$ cat config.mk
export PLATFORM = sky130hd
export DESIGN_NAME = cooked_line_editor
export DESIGN_NICKNAME = d
export VERILOG_FILES = /design/src/design/cle_pkg.sv /design/src/design/cooked_line_editor.sv /design/src/design/cle_front.sv /design/src/design/cle_queue.sv /design/src/design/cle_back.sv
export SDC_FILE = /design/constraint.sdc
export NUM_CORES = 1
export LEC_CHECK = 0
export ABC_CLOCK_PERIOD_IN_PS = 11200
export BUFFER_PORTS_ARGS = -buffer_cell sky130_fd_sc_hd__buf_2
export CORE_ASPECT_RATIO = 0.75
export CORE_MARGIN = 2
export CORE_UTILIZATION = 24
export CTS_CLUSTER_SIZE = 40
export DETAILED_ROUTE_END_ITERATION = 10
export SYNTH_ARGS = -nofsm -noshare
export SYNTH_HDL_FRONTEND = slang
export SYNTH_SLANG_ARGS = --single-unit
$ cat constraint.sdc
create_clock -name clk -period 11.2 [get_ports clk]
set_input_delay 0 -clock clk [delete_from_list [all_inputs] [get_ports clk]]
set_output_delay 0 -clock clk [all_outputs]
set_load 0.01 [all_outputs]
$ cat src/design/cle_pkg.sv
// Package for the cooked line editor: sizes, key codes, command and echo/event types.
`default_nettype none
package cle_pkg;

  localparam int LINE_CAPACITY = 64;
  localparam int CNT_W         = $clog2(LINE_CAPACITY + 1);
  localparam int IDX_W         = $clog2(LINE_CAPACITY);
  localparam int QUEUE_DEPTH   = 2;
  localparam int QPTR_W        = $clog2(QUEUE_DEPTH);
  localparam int QCNT_W        = $clog2(QUEUE_DEPTH + 1);

  localparam logic [7:0] KEY_BS  = 8'h08;
  localparam logic [7:0] KEY_NAK = 8'h15;
  localparam logic [7:0] KEY_ETB = 8'h17;
  localparam logic [7:0] KEY_DEL = 8'h7F;
  localparam logic [7:0] KEY_DC1 = 8'h11;
  localparam logic [7:0] KEY_CR  = 8'h0D;
  localparam logic [7:0] KEY_LF  = 8'h0A;
  localparam logic [7:0] KEY_EOT = 8'h04;
  localparam logic [7:0] KEY_NL  = 8'h0A;

  typedef enum logic [2:0] {
    OP_SCROLL,
    OP_BKSP,
    OP_KILL,
    OP_WORD,
    OP_INTR,
    OP_SEND,
    OP_EOT,
    OP_CHAR
  } op_t;

  typedef struct packed {
    op_t        op;
    logic [7:0] key;
  } cmd_t;

  typedef enum logic [2:0] {
    ECHO_NONE,
    ECHO_CHAR,
    ECHO_ERASE,
    ECHO_KILL,
    ECHO_NEWLINE
  } echo_kind_t;

  typedef enum logic [2:0] {
    EV_OTHER,
    EV_SENT,
    EV_INTR,
    EV_SCROLL,
    EV_EOF
  } event_t;

  typedef enum logic [2:0] {
    ST_IDLE,
    ST_WORD_RD,
    ST_WORD_CHK,
    ST_WORD_DONE,
    ST_SEND_RD,
    ST_SEND_OUT
  } state_t;

endpackage
`default_nettype wire

$ cat src/design/cooked_line_editor.sv
// Top level of the cooked line editor: front end, command queue and back end.
//
//   Channel  Direction  Handshake               Payload
//   in_      request    in_valid / in_stall     in_key
//   out_     result     out_valid / out_stall   out_echo_kind, out_echo_char,
//                                               out_erase_count, out_send_valid,
//                                               out_send_byte, out_event_res, out_last
//
// Each key is classified in the front end and queued in a two-entry command
// queue, so new requests keep being taken while the back end is busy.
// Single-result keys are loaded into the result register as soon as it is free.
// A word kill reads and then tests each examined byte in turn, because each test
// of the last stored byte waits on the registered read of the line memory.
// A line send reads each sent byte from the line memory, then loads it into the
// result register once that is free, up to 64 bytes per key.
// Reset is synchronous and active low; it empties the line and the queue, and
// the line memory needs no clearing since only written entries are ever read.
// A stall on the result side holds the result register; requests then back up
// into the queue, and in_stall rises only when the queue is full.
`default_nettype none
module cooked_line_editor (
  input  wire logic       clk,
  input  wire logic       rst_n,
  input  wire logic       in_valid,
  output logic            in_stall,
  input  wire logic [7:0] in_key,
  output logic            out_valid,
  input  wire logic       out_stall,
  output logic [2:0]      out_echo_kind,
  output logic [7:0]      out_echo_char,
  output logic [6:0]      out_erase_count,
  output logic            out_send_valid,
  output logic [7:0]      out_send_byte,
  output logic [2:0]      out_event_res,
  output logic            out_last
);
  import cle_pkg::*;

  // Commands travel from the classifier into the queue, then to the back end.
  logic q_full;
  logic q_push;
  logic q_pop;
  logic q_valid;
  cmd_t push_cmd;
  cmd_t head_cmd;

  cle_front u_front (
    .in_valid (in_valid),
    .in_stall (in_stall),
    .in_key   (in_key),
    .q_full   (q_full),
    .q_push   (q_push),
    .q_cmd    (push_cmd)
  );

  cle_queue u_queue (
    .clk       (clk),
    .rst_n     (rst_n),
    .q_push    (q_push),
    .q_cmd_in  (push_cmd),
    .q_full    (q_full),
    .q_pop     (q_pop),
    .q_valid   (q_valid),
    .q_cmd_out (head_cmd)
  );

  // The back end owns the line memory and the result register.
  cle_back u_back (
    .clk             (clk),
    .rst_n           (rst_n),
    .q_valid         (q_valid),
    .q_cmd           (head_cmd),
    .q_pop           (q_pop),
    .out_valid       (out_valid),
    .out_stall       (out_stall),
    .out_echo_kind   (out_echo_kind),
    .out_echo_char   (out_echo_char),
    .out_erase_count (out_erase_count),
    .out_send_valid  (out_send_valid),
    .out_send_byte   (out_send_byte),
    .out_event_res   (out_event_res),
    .out_last        (out_last)
  );

endmodule
`default_nettype wire

$ cat src/design/cle_front.sv
// Front end: takes key requests and classifies each into an editor command.
`default_nettype none
module cle_front (
  input  wire logic          in_valid,
  output logic               in_stall,
  input  wire logic [7:0]    in_key,
  input  wire logic          q_full,
  output logic               q_push,
  output cle_pkg::cmd_t      q_cmd
);
  import cle_pkg::*;

  op_t op;

  always_comb begin
    if (in_key[7]) begin
      op = OP_SCROLL;
    end else begin
      case (in_key)
        KEY_BS:                  op = OP_BKSP;
        KEY_NAK:                 op = OP_KILL;
        KEY_ETB:                 op = OP_WORD;
        KEY_DEL:                 op = OP_INTR;
        KEY_DC1, KEY_CR, KEY_LF: op = OP_SEND;
        KEY_EOT:                 op = OP_EOT;
        default:                 op = OP_CHAR;
      endcase
    end
  end

  assign in_stall  = q_full;
  assign q_push    = in_valid && !q_full;
  assign q_cmd.op  = op;
  assign q_cmd.key = in_key;

endmodule
`default_nettype wire

$ cat src/design/cle_queue.sv
// Short command queue between the front end and the back end.
`default_nettype none
module cle_queue (
  input  wire logic          clk,
  input  wire logic          rst_n,
  input  wire logic          q_push,
  input  wire cle_pkg::cmd_t q_cmd_in,
  output logic               q_full,
  input  wire logic          q_pop,
  output logic               q_valid,
  output cle_pkg::cmd_t      q_cmd_out
);
  import cle_pkg::*;

  cmd_t              slot_r [QUEUE_DEPTH];
  logic [QPTR_W-1:0] wr_ptr_r, wr_ptr_nxt;
  logic [QPTR_W-1:0] rd_ptr_r, rd_ptr_nxt;
  logic [QCNT_W-1:0] count_r, count_nxt;

  assign q_full    = (count_r == QCNT_W'(QUEUE_DEPTH));
  assign q_valid   = (count_r != '0);
  assign q_cmd_out = slot_r[rd_ptr_r];

  always_comb begin
    wr_ptr_nxt = wr_ptr_r;
    rd_ptr_nxt = rd_ptr_r;
    count_nxt  = count_r;
    if (q_push) begin
      wr_ptr_nxt = (wr_ptr_r == QPTR_W'(QUEUE_DEPTH - 1)) ? '0 : wr_ptr_r + 1'b1;
    end
    if (q_pop) begin
      rd_ptr_nxt = (rd_ptr_r == QPTR_W'(QUEUE_DEPTH - 1)) ? '0 : rd_ptr_r + 1'b1;
    end
    if (q_push && !q_pop) begin
      count_nxt = count_r + 1'b1;
    end else if (q_pop && !q_push) begin
      count_nxt = count_r - 1'b1;
    end
  end

  always_ff @(posedge clk) begin
    if (!rst_n) begin
      wr_ptr_r <= '0;
      rd_ptr_r <= '0;
      count_r  <= '0;
    end else begin
      wr_ptr_r <= wr_ptr_nxt;
      rd_ptr_r <= rd_ptr_nxt;
      count_r  <= count_nxt;
    end
  end

  always_ff @(posedge clk) begin
    if (q_push) begin
      slot_r[wr_ptr_r] <= q_cmd_in;
    end
  end

  a_no_push_full: assert property (@(posedge clk) disable iff (!rst_n)
    q_push |-> !q_full)
    else $error("command pushed into a full queue");

  a_no_pop_empty: assert property (@(posedge clk) disable iff (!rst_n)
    q_pop |-> q_valid)
    else $error("command popped from an empty queue");

endmodule
`default_nettype wire

$ cat src/design/cle_back.sv
// Back end: line memory, fill count, scan/send sequencer and result register.
`default_nettype none
module cle_back (
  input  wire logic          clk,
  input  wire logic          rst_n,
  input  wire logic          q_valid,
  input  wire cle_pkg::cmd_t q_cmd,
  output logic               q_pop,
  output logic               out_valid,
  input  wire logic          out_stall,
  output logic [2:0]         out_echo_kind,
  output logic [7:0]         out_echo_char,
  output logic [6:0]         out_erase_count,
  output logic               out_send_valid,
  output logic [7:0]         out_send_byte,
  output logic [2:0]         out_event_res,
  output logic               out_last
);
  import cle_pkg::*;

  function automatic logic is_alnum(input logic [7:0] c);
    return (c >= 8'h61 && c <= 8'h7A) || (c >= 8'h41 && c <= 8'h5A) ||
           (c >= 8'h30 && c <= 8'h39);
  endfunction

  state_t            state_r, state_nxt;
  logic [CNT_W-1:0]  fill_r, fill_nxt;
  logic [CNT_W-1:0]  dropped_r, dropped_nxt;
  logic              phase_r, phase_nxt;
  logic [IDX_W-1:0]  idx_r, idx_nxt;
  logic [7:0]        key_r, key_nxt;

  logic [7:0]        mem [LINE_CAPACITY];
  logic [7:0]        rd_data_r;
  logic              mem_we, mem_re;
  logic [IDX_W-1:0]  mem_waddr, mem_raddr;
  logic [7:0]        mem_wdata;

  logic              out_valid_r, out_valid_nxt;
  echo_kind_t        echo_kind_r, echo_kind_nxt;
  logic [7:0]        echo_char_r, echo_char_nxt;
  logic [6:0]        erase_r, erase_nxt;
  logic              send_valid_r, send_valid_nxt;
  logic [7:0]        send_byte_r, send_byte_nxt;
  event_t            event_r, event_nxt;
  logic              last_r, last_nxt;

  logic              slot_free;
  logic              needs_slot;
  logic              load;
  logic              has_room;
  logic [CNT_W-1:0]  fill_dec;
  logic              send_last;

  assign slot_free  = !out_valid_r || !out_stall;
  assign needs_slot = (q_cmd.op != OP_WORD) && (q_cmd.op != OP_SEND);
  assign q_pop      = (state_r == ST_IDLE) && q_valid && (!needs_slot || slot_free);
  assign has_room   = (fill_r < CNT_W'(LINE_CAPACITY));
  assign fill_dec   = fill_r - 1'b1;
  assign send_last  = ({1'b0, idx_r} == fill_dec);

  // Next state.
  always_comb begin
    state_nxt = state_r;
    case (state_r)
      ST_IDLE: begin
        if (q_pop && q_cmd.op == OP_WORD) begin
          state_nxt = ST_WORD_RD;
        end else if (q_pop && q_cmd.op == OP_SEND) begin
          state_nxt = ST_SEND_RD;
        end
      end
      ST_WORD_RD:   state_nxt = (fill_r == '0) ? ST_WORD_DONE : ST_WORD_CHK;
      ST_WORD_CHK: begin
        if (phase_r && !is_alnum(rd_data_r)) begin
          state_nxt = ST_WORD_DONE;
        end else begin
          state_nxt = ST_WORD_RD;
        end
      end
      ST_WORD_DONE: if (slot_free) state_nxt = ST_IDLE;
      ST_SEND_RD:   state_nxt = ST_SEND_OUT;
      ST_SEND_OUT: begin
        if (slot_free) begin
          state_nxt = send_last ? ST_IDLE : ST_SEND_RD;
        end
      end
      default:      state_nxt = ST_IDLE;
    endcase
  end

  // Datapath and result register.
  always_comb begin
    fill_nxt       = fill_r;
    dropped_nxt    = dropped_r;
    phase_nxt      = phase_r;
    idx_nxt        = idx_r;
    key_nxt        = key_r;
    mem_we         = 1'b0;
    mem_waddr      = fill_r[IDX_W-1:0];
    mem_wdata      = q_cmd.key;
    mem_re         = 1'b0;
    mem_raddr      = idx_r;
    load           = 1'b0;
    echo_kind_nxt  = echo_kind_r;
    echo_char_nxt  = echo_char_r;
    erase_nxt      = erase_r;
    send_valid_nxt = send_valid_r;
    send_byte_nxt  = send_byte_r;
    event_nxt      = event_r;
    last_nxt       = last_r;

    case (state_r)
      ST_IDLE: begin
        if (q_pop) begin
          load           = needs_slot;
          echo_kind_nxt  = ECHO_NONE;
          echo_char_nxt  = '0;
          erase_nxt      = '0;
          send_valid_nxt = 1'b0;
          send_byte_nxt  = '0;
          event_nxt      = EV_OTHER;
          last_nxt       = 1'b1;
          case (q_cmd.op)
            OP_SCROLL: event_nxt = EV_SCROLL;
            OP_BKSP: begin
              if (fill_r != '0) fill_nxt = fill_dec;
              echo_kind_nxt = ECHO_ERASE;
              erase_nxt     = 7'd1;
            end
            OP_KILL: begin
              fill_nxt      = '0;
              echo_kind_nxt = ECHO_KILL;
            end
            OP_INTR: begin
              fill_nxt  = '0;
              event_nxt = EV_INTR;
            end
            OP_WORD: begin
              dropped_nxt = '0;
              phase_nxt   = 1'b0;
            end
            OP_SEND: begin
              key_nxt   = q_cmd.key;
              idx_nxt   = '0;
              mem_wdata = KEY_NL;
              if (has_room) begin
                mem_we   = 1'b1;
                fill_nxt = fill_r + 1'b1;
              end
            end
            OP_EOT: begin
              if (fill_r == '0) begin
                event_nxt = EV_EOF;
              end else begin
                echo_kind_nxt = ECHO_CHAR;
                echo_char_nxt = q_cmd.key;
                if (has_room) begin
                  mem_we   = 1'b1;
                  fill_nxt = fill_r + 1'b1;
                end
              end
            end
            OP_CHAR: begin
              echo_kind_nxt = ECHO_CHAR;
              echo_char_nxt = q_cmd.key;
              if (has_room) begin
                mem_we   = 1'b1;
                fill_nxt = fill_r + 1'b1;
              end
            end
            default: ;
          endcase
        end
      end
      ST_WORD_RD: begin
        mem_re    = (fill_r != '0);
        mem_raddr = fill_dec[IDX_W-1:0];
      end
      ST_WORD_CHK: begin
        if (!phase_r && is_alnum(rd_data_r)) begin
          // Punctuation run is over; the same byte is read again for the word run.
          phase_nxt = 1'b1;
        end else if (!phase_r || is_alnum(rd_data_r)) begin
          fill_nxt    = fill_dec;
          dropped_nxt = dropped_r + 1'b1;
        end
      end
      ST_WORD_DONE: begin
        if (slot_free) begin
          load           = 1'b1;
          echo_kind_nxt  = (dropped_r != '0) ? ECHO_ERASE : ECHO_NONE;
          echo_char_nxt  = '0;
          erase_nxt      = 7'(dropped_r);
          send_valid_nxt = 1'b0;
          send_byte_nxt  = '0;
          event_nxt      = EV_OTHER;
          last_nxt       = 1'b1;
        end
      end
      ST_SEND_RD: begin
        mem_re = 1'b1;
      end
      ST_SEND_OUT: begin
        if (slot_free) begin
          load           = 1'b1;
          echo_kind_nxt  = (idx_r == '0 && key_r != KEY_DC1) ? ECHO_NEWLINE : ECHO_NONE;
          echo_char_nxt  = '0;
          erase_nxt      = '0;
          send_valid_nxt = 1'b1;
          send_byte_nxt  = rd_data_r;
          event_nxt      = EV_SENT;
          last_nxt       = send_last;
          idx_nxt        = idx_r + 1'b1;
          if (send_last) fill_nxt = '0;
        end
      end
      default: ;
    endcase

    out_valid_nxt = load ? 1'b1 : (out_valid_r && out_stall);
  end

  always_ff @(posedge clk) begin
    if (!rst_n) begin
      state_r     <= ST_IDLE;
      fill_r      <= '0;
      out_valid_r <= 1'b0;
    end else begin
      state_r     <= state_nxt;
      fill_r      <= fill_nxt;
      out_valid_r <= out_valid_nxt;
    end
  end

  always_ff @(posedge clk) begin
    dropped_r <= dropped_nxt;
    phase_r   <= phase_nxt;
    idx_r     <= idx_nxt;
    key_r     <= key_nxt;
    if (load) begin
      echo_kind_r  <= echo_kind_nxt;
      echo_char_r  <= echo_char_nxt;
      erase_r      <= erase_nxt;
      send_valid_r <= send_valid_nxt;
      send_byte_r  <= send_byte_nxt;
      event_r      <= event_nxt;
      last_r       <= last_nxt;
    end
  end

  always_ff @(posedge clk) begin
    if (mem_we) begin
      mem[mem_waddr] <= mem_wdata;
    end
    if (mem_re) begin
      rd_data_r <= mem[mem_raddr];
    end
  end

  assign out_valid       = out_valid_r;
  assign out_echo_kind   = echo_kind_r;
  assign out_echo_char   = echo_char_r;
  assign out_erase_count = erase_r;
  assign out_send_valid  = send_valid_r;
  assign out_send_byte   = send_byte_r;
  assign out_event_res   = event_r;
  assign out_last        = last_r;

  a_fill_bound: assert property (@(posedge clk) disable iff (!rst_n)
    fill_r <= CNT_W'(LINE_CAPACITY))
    else $error("fill count beyond line capacity");

  a_send_empties: assert property (@(posedge clk) disable iff (!rst_n)
    (state_r == ST_SEND_OUT && slot_free && send_last) |=>
      (fill_r == '0 && state_r == ST_IDLE))
    else $error("line not emptied after final sent byte");

  a_word_shrinks: assert property (@(posedge clk) disable iff (!rst_n)
    (state_r == ST_WORD_CHK) |=> (fill_r <= $past(fill_r)))
    else $error("word kill scan grew the line");

  a_single_last: assert property (@(posedge clk) disable iff (!rst_n)
    (out_valid_r && !send_valid_r) |-> last_r)
    else $error("non-send result without last flag");

endmodule
`default_nettype wire
After elaboration in Yosys (flattened, before gate mapping)
Memory sizes are Yosys's and may differ from the RTL's. A register that Yosys moved wholly into a read port is not among the register bits.
Index checks and enable logic that the tools add are counted.
- add/sub/neg operators: 8
- order comparisons: 7
- equality and inequality tests: 39
- mux-type cells: 90
- reductions and logical operators: 53
- operators with widths (kind ; count):
    $mux W7 ; 15
    $mux W8 ; 8
    $pmux W7 S3 ; 2
    $mux W3 ; 13
    $pmux W3 S6 ; 2
    $pmux W8 S2 ; 2
    $pmux W7 S4 ; 1
    $pmux W3 S3 ; 3
    $mux W1 ; 26
    $eq A8 B4 Y1 const B ; 3
    $eq A8 B5 Y1 const B ; 3
    $mux W6 ; 4
    $pmux W8 S3 ; 1
    $eq A3 B3 Y1 const B ; 6
    $ge A8 B7 Y1 const B ; 2
    $le A8 B7 Y1 const B ; 2
    $logic_and A1 B1 Y1 ; 15
    $add A7 B1 Y7 const B ; 2
    $ne A2 B1 Y1 const B ; 7
    $pmux W7 S2 ; 1
    $reduce_bool A7 Y1 ; 2
    $eq A3 B2 Y1 const B ; 4
    $ne A3 B3 Y1 const B ; 4
    $pmux W3 S4 ; 1
    other kinds (34) ; 68
- bits in registers: 68
- memory bits (writable): 534
- bits of input ports: 12
- output and inout bits: 33
- logic and storage cells: 216
- memories: 2
- memories (memory ; depth ; bits a word ; rd ports ; clocked after Yosys merged registers in ; write ports ; RTL line ; RTL):
    u_back.mem ; 64 ; 8 ; 1 ; 1 ; 1 ; cle_back.sv:33 ; logic [7:0] mem [LINE_CAPACITY];
    u_queue.slot_r ; 2 ; 11 ; 1 ; 1 ; 1 ; cle_queue.sv:15 ; cmd_t slot_r [QUEUE_DEPTH];

Depth between registers and ports, before layout
- depth in word-level cells: 9
- depth in mapped cells: 13
- mapped depth without buffers: 9

Hierarchy
Synthesis repeated with hierarchy kept, for this count alone.
- cells, all modules: 1587
- area, all modules: 25059.0 µm²
- by module, submodules not included (module ; instances ; cells an instance ; area each (µm²) ; seq. area each (µm²)):
    cle_back ; 1 ; 1505 ; 23864.1 ; 17426.7
    cle_queue ; 1 ; 56 ; 1011.0 ; 760.7
    cle_front ; 1 ; 26 ; 183.9 ; 0.0

Least setup slack after synthesis
Ideal clock, no wire load.
- path kind: reg-to-reg
- from: register (tool-made name)
- to: memory u_back.mem[0][0], data pin
- library setup time: 0.500 ns
- arrival time: 3.083 ns
- required time: 10.700 ns
- setup slack: 7.617 ns
- stages on the path, launching flop included: 6
- path buffers: 1
- clock period less this slack: 3.583 ns
- cell sequence: dfxtp_1 > clkbuf_1 > mux2i_1 > or3_1 > inv_1 > nor2_1
- RTL lines (element ; RTL line):
    end, declared ; cle_back.sv:33

Final worst setup path
- from: register u_back.state_r[0]
- to: register u_back.rd_data_r[7], read port of u_back.mem, data pin
- cells in the longest elaborated chain, start to end: 2
- elaborated cells between the ends (all ways): 4
- those cells by class: 2 x eq/ne; 2 x mux
- ends and longest elaborated chain (element ; RTL line ; RTL):
    start, declared ; cle_back.sv:26 ; state_t state_r, state_nxt;
    start signal, assigned ; cle_back.sv:230 ; state_r <= state_nxt;
    $eq A3 B3 Y1 / $eq A3 B1 Y1 (equally long branches) ; cle_back.sv:113 ; case (state_r)
    $pmux W1 S2 / $mux W6 (equally long branches) ; cle_back.sv:113 ;
    end, declared ; cle_back.sv:34 ; logic [7:0] rd_data_r;
Several ways; a longest one is shown, not always the timed one.
A chain may end at the register's enable or synchronous reset.

==> out/results.ini <==
[outcome]
status = finished with violations
failed_checks = capacitance limit

[cts]
clock_latency_ns = 0.63
htreeDepth = 2
cts_tree = built
cts-buffers-inserted = 58
post_cts_buffers = 0
cts_sinks = 611
cts.clk_slew.worst_paths_ns = 0.07
cts_root_buf = clkbuf_16
ctsLongestPathBuffers = 3
cts_resized = 0

[worst_setup_path]
rrSetupSlack_ns = 6.56
critPathKind = reg2reg
regToRegEndpoint = u_back.rd_data_r[7]$_DFFE_PP_
endpoint = u_back.rd_data_r[7]$_DFFE_PP_
required_ns = 11.52
critPathLaunch = u_back.state_r[0]$_SDFFE_PN0P_
worst-path-max-fanout = 53
cp-end-kind = register
r2r_start = u_back.state_r[0]$_SDFFE_PN0P_
reg2regPathDepth = 9
critPathLaunchType = register
worstPathArrival_ns = 4.95

[sta]
fin_ws_ns = 6.56
setup_viol = 0
rsz0062_at_grt = false
tns_ns = 0
hold_viol_final = 0
drv_slew = 0
layout_min_cycle_time_ns = 4.64
fin_crit_sh_pct = 41.4
max_freq_mhz = 216
finalClockSkew_ns = 0.0279
max-slew-margin-rel_pct = 2.06
worst_pin_slew_ns = 1.46

[floorplan]
start_util_pct = 24.2
fp.dieH_um = 286
die_w_um = 380
rows = 103
die-area_um2 = 109000
ioPinCount = 45
core_area_um2 = 105000

[synth]
yosysWarnings = 0
synth_flop_cell = edfxtp_1
synth_adder_area_share_pct = 0.344
synth.most_common_cell = edfxtp_1
ys_async_sr_fraction_pct = 0
synth_top_family_by_area = multiplexers
synth_mux_area_share_pct = 11.0
synth-xor-area-share_pct = 1.06
synth.area.top_cells = edfxtp_1 (70%), mux2i_1 (4.9%), mux4_2 (4.2%)
synthSimpleGateAreaFrac_pct = 8.20
yosysTopAreaCell = edfxtp_1
yosys.area.top_type_share_pct = 70.1
yosysSeqAreaShare_pct = 71.4
synth_area_per_cell_um2 = 16.7
ys_ff_latch = 611
synth_compound_area_share_pct = 5.20
synth_area_um2 = 25500
synth_cell_types = 68
netlist_instances = 1529
synth_edf_count = 595
syn-num-nets = 1548
synthTopCellsByCount = edfxtp_1 (595), nor2_1 (132), mux2i_1 (124), a211oi_1 (66), nand2_1 (57)

[place]
io_buffers = 44
gp_congestion = 0.818
preCtsSetupSlack_ns = 6.78
dp_hpwl_mm = 38.7

[drt]
drt-met1-wl_mm = 27.5
drt_iter0_drc = 1524
viasPerCell = 4.69
wl_met3_mm = 5.26
ant_nets = 0
firstDrtPassIters = 5
drc = 0
dr_total_vias = 14300
wl_per_cell_um = 20.0
routed_wl_mm = 60.9
wl_met2_mm = 26.7
top_layer_used = met4

[run]
maxCapViolations = 1

[cells_and_area]
syn2layout_area_growth_pct = 14.4
drive_gt1_share_pct = 14.1
fin_nets = 1600

[grt]
grt_pass1_wl_mm = 90.8
antenna_found_initial = 1
grt_max_degree = 129
grt_pass1_vias = 14000
grt_overflow = 0
grtUsageTotal_pct = 11.0

[power]
p_leak_nw = 9.22
peakVddDrop_mv = 0.143
power_mw = 7.24
power_density_nw_per_um2 = 248

[min_path]
min_path_type = in2reg

[timing repair]
action	4_1_cts	5_1_grt
hold buffers	11	0
endpoints found under the setup margin	0	0
hold endpoints to repair	38	0
[per-stage QoR]
| step | util (%) | cells | area [um^2] | hold WS [ns] |
|---|---|---|---|---|
| floorplan | - | 1529 | 25500 | 0.0989 |
| finish | 27.7 | 3045 | 29200 | 0.203 |
| CTS | 27.7 | 3044 | 29200 | 0.141 |
| detailed placement | 25.8 | 2927 | 27200 | 0.272 |
| global route | 27.7 | 3045 | 29200 | 0.184 |
| global placement | 25.8 | 2927 | 27200 | 0.267 |
[critical path, cell delays in order, from the launching register on]
cell and delay, ns:
dfxtp_1 0.51, or3b_4 0.53, mux2i_4 0.19, buf_4 0.56, buf_4 0.70, nor2b_1 0.10
a211oi_1 0.24, a211oi_1 0.09, nor4_1 1.19, nor4_2 0.14
[registers in the layout (all words and copies together), names as in the netlist, named ones only]
name,flops
u_back.rd_data_r,8
u_back.idx_r,6
u_back.out_erase_count,7
u_back.dropped_r,7
u_back.out_send_byte,8
u_queue.count_r,2
u_back.mem,512
u_back.state_r,3
u_back.out_send_valid,1
u_back.fill_r,7
u_queue.rd_ptr_r,1
u_queue.wr_ptr_r,1
u_queue.slot_r,22
u_back.out_event_res,3
u_back.out_valid,1
u_back.key_r,8
u_back.phase_r,1
u_back.out_last,1
u_back.out_echo_char,8
u_back.out_echo_kind,3
[power breakdown]
part	internal [mW]	leakage, nW	switching [mW]
registers	2.93	5.51	0.131
logic	0.710	2.81	1.49
clock network	1.13	0.900	0.843
total	4.77	9.22	2.47
[cell type report]
class	instances	area (um^2)
Fill cell	10500	76100
Sequential cell	611	18200
Multi-Input combinational cell	804	6680
Tap cell	1417	1770
Clock buffer	70	1500
Timing Repair Buffer	81	538
Clock inverter	36	395
Inverter	25	93.8
Antenna cell	1	2.50
[logic make-up (layout without fill, tap and decap cells)]
| family | Yosys count | after routing |
|---|---|---|
| flops | 611 | 611 |
| fa+ha+maj | 7 | 7 |
| xor+xnor | 26 | 26 |
| simple gates | 404 | 404 |
| buf+inv | 114 | 212 |
| compound gates | 175 | 175 |
| mux | 192 | 192 |
| other cells | 0 | 1 |
[worst min-delay path by stage]
stage               startpoint                        endpoint  slack [ns]  cells after the start
floorplan            in_key[0]  u_queue.slot_r[0][0]$_DFFE_PP_         0.1                      0
global placement     in_key[6]  u_queue.slot_r[0][6]$_DFFE_PP_        0.27                      1
detailed placement   in_key[6]  u_queue.slot_r[1][6]$_DFFE_PP_        0.27                      1
CTS                  in_key[5]  u_queue.slot_r[0][5]$_DFFE_PP_        0.14                      2
global route         in_key[5]  u_queue.slot_r[1][5]$_DFFE_PP_        0.18                      2
finish               in_key[6]  u_queue.slot_r[1][6]$_DFFE_PP_        0.20                      2
[layout by cell type (no fill, tap or decap), drive strengths merged, types with 9 or more instances in the layout]
master / synthesis / layout
clkbuf: 38 / 70
edfxtp: 595 / 595
nor2: 132 / 132
mux2i: 126 / 126
nor2b: 39 / 39
dlygate4sd3: 0 / 11
nor3: 22 / 22
o2111ai: 9 / 9
inv: 25 / 27
a21oi: 13 / 13
o22ai: 21 / 21
or4: 37 / 37
buf: 51 / 70
clkinv: 0 / 21
and2: 22 / 22
nand3: 19 / 19
mux4: 64 / 64
xnor2: 15 / 15
a2111oi: 9 / 9
or3: 9 / 9
dfxtp: 16 / 16
nand2: 57 / 57
o21ai: 12 / 12
a211oi: 66 / 66
nor4: 39 / 39
[per-layer routing]
layer  vias up  track usage, %
met2       607            16.2
met3        92            2.59
met5         -               0
li1       6223               -
met1      7373            15.9
met4         0            3.26
Note: power is estimated with default switching activity, not from simulation.
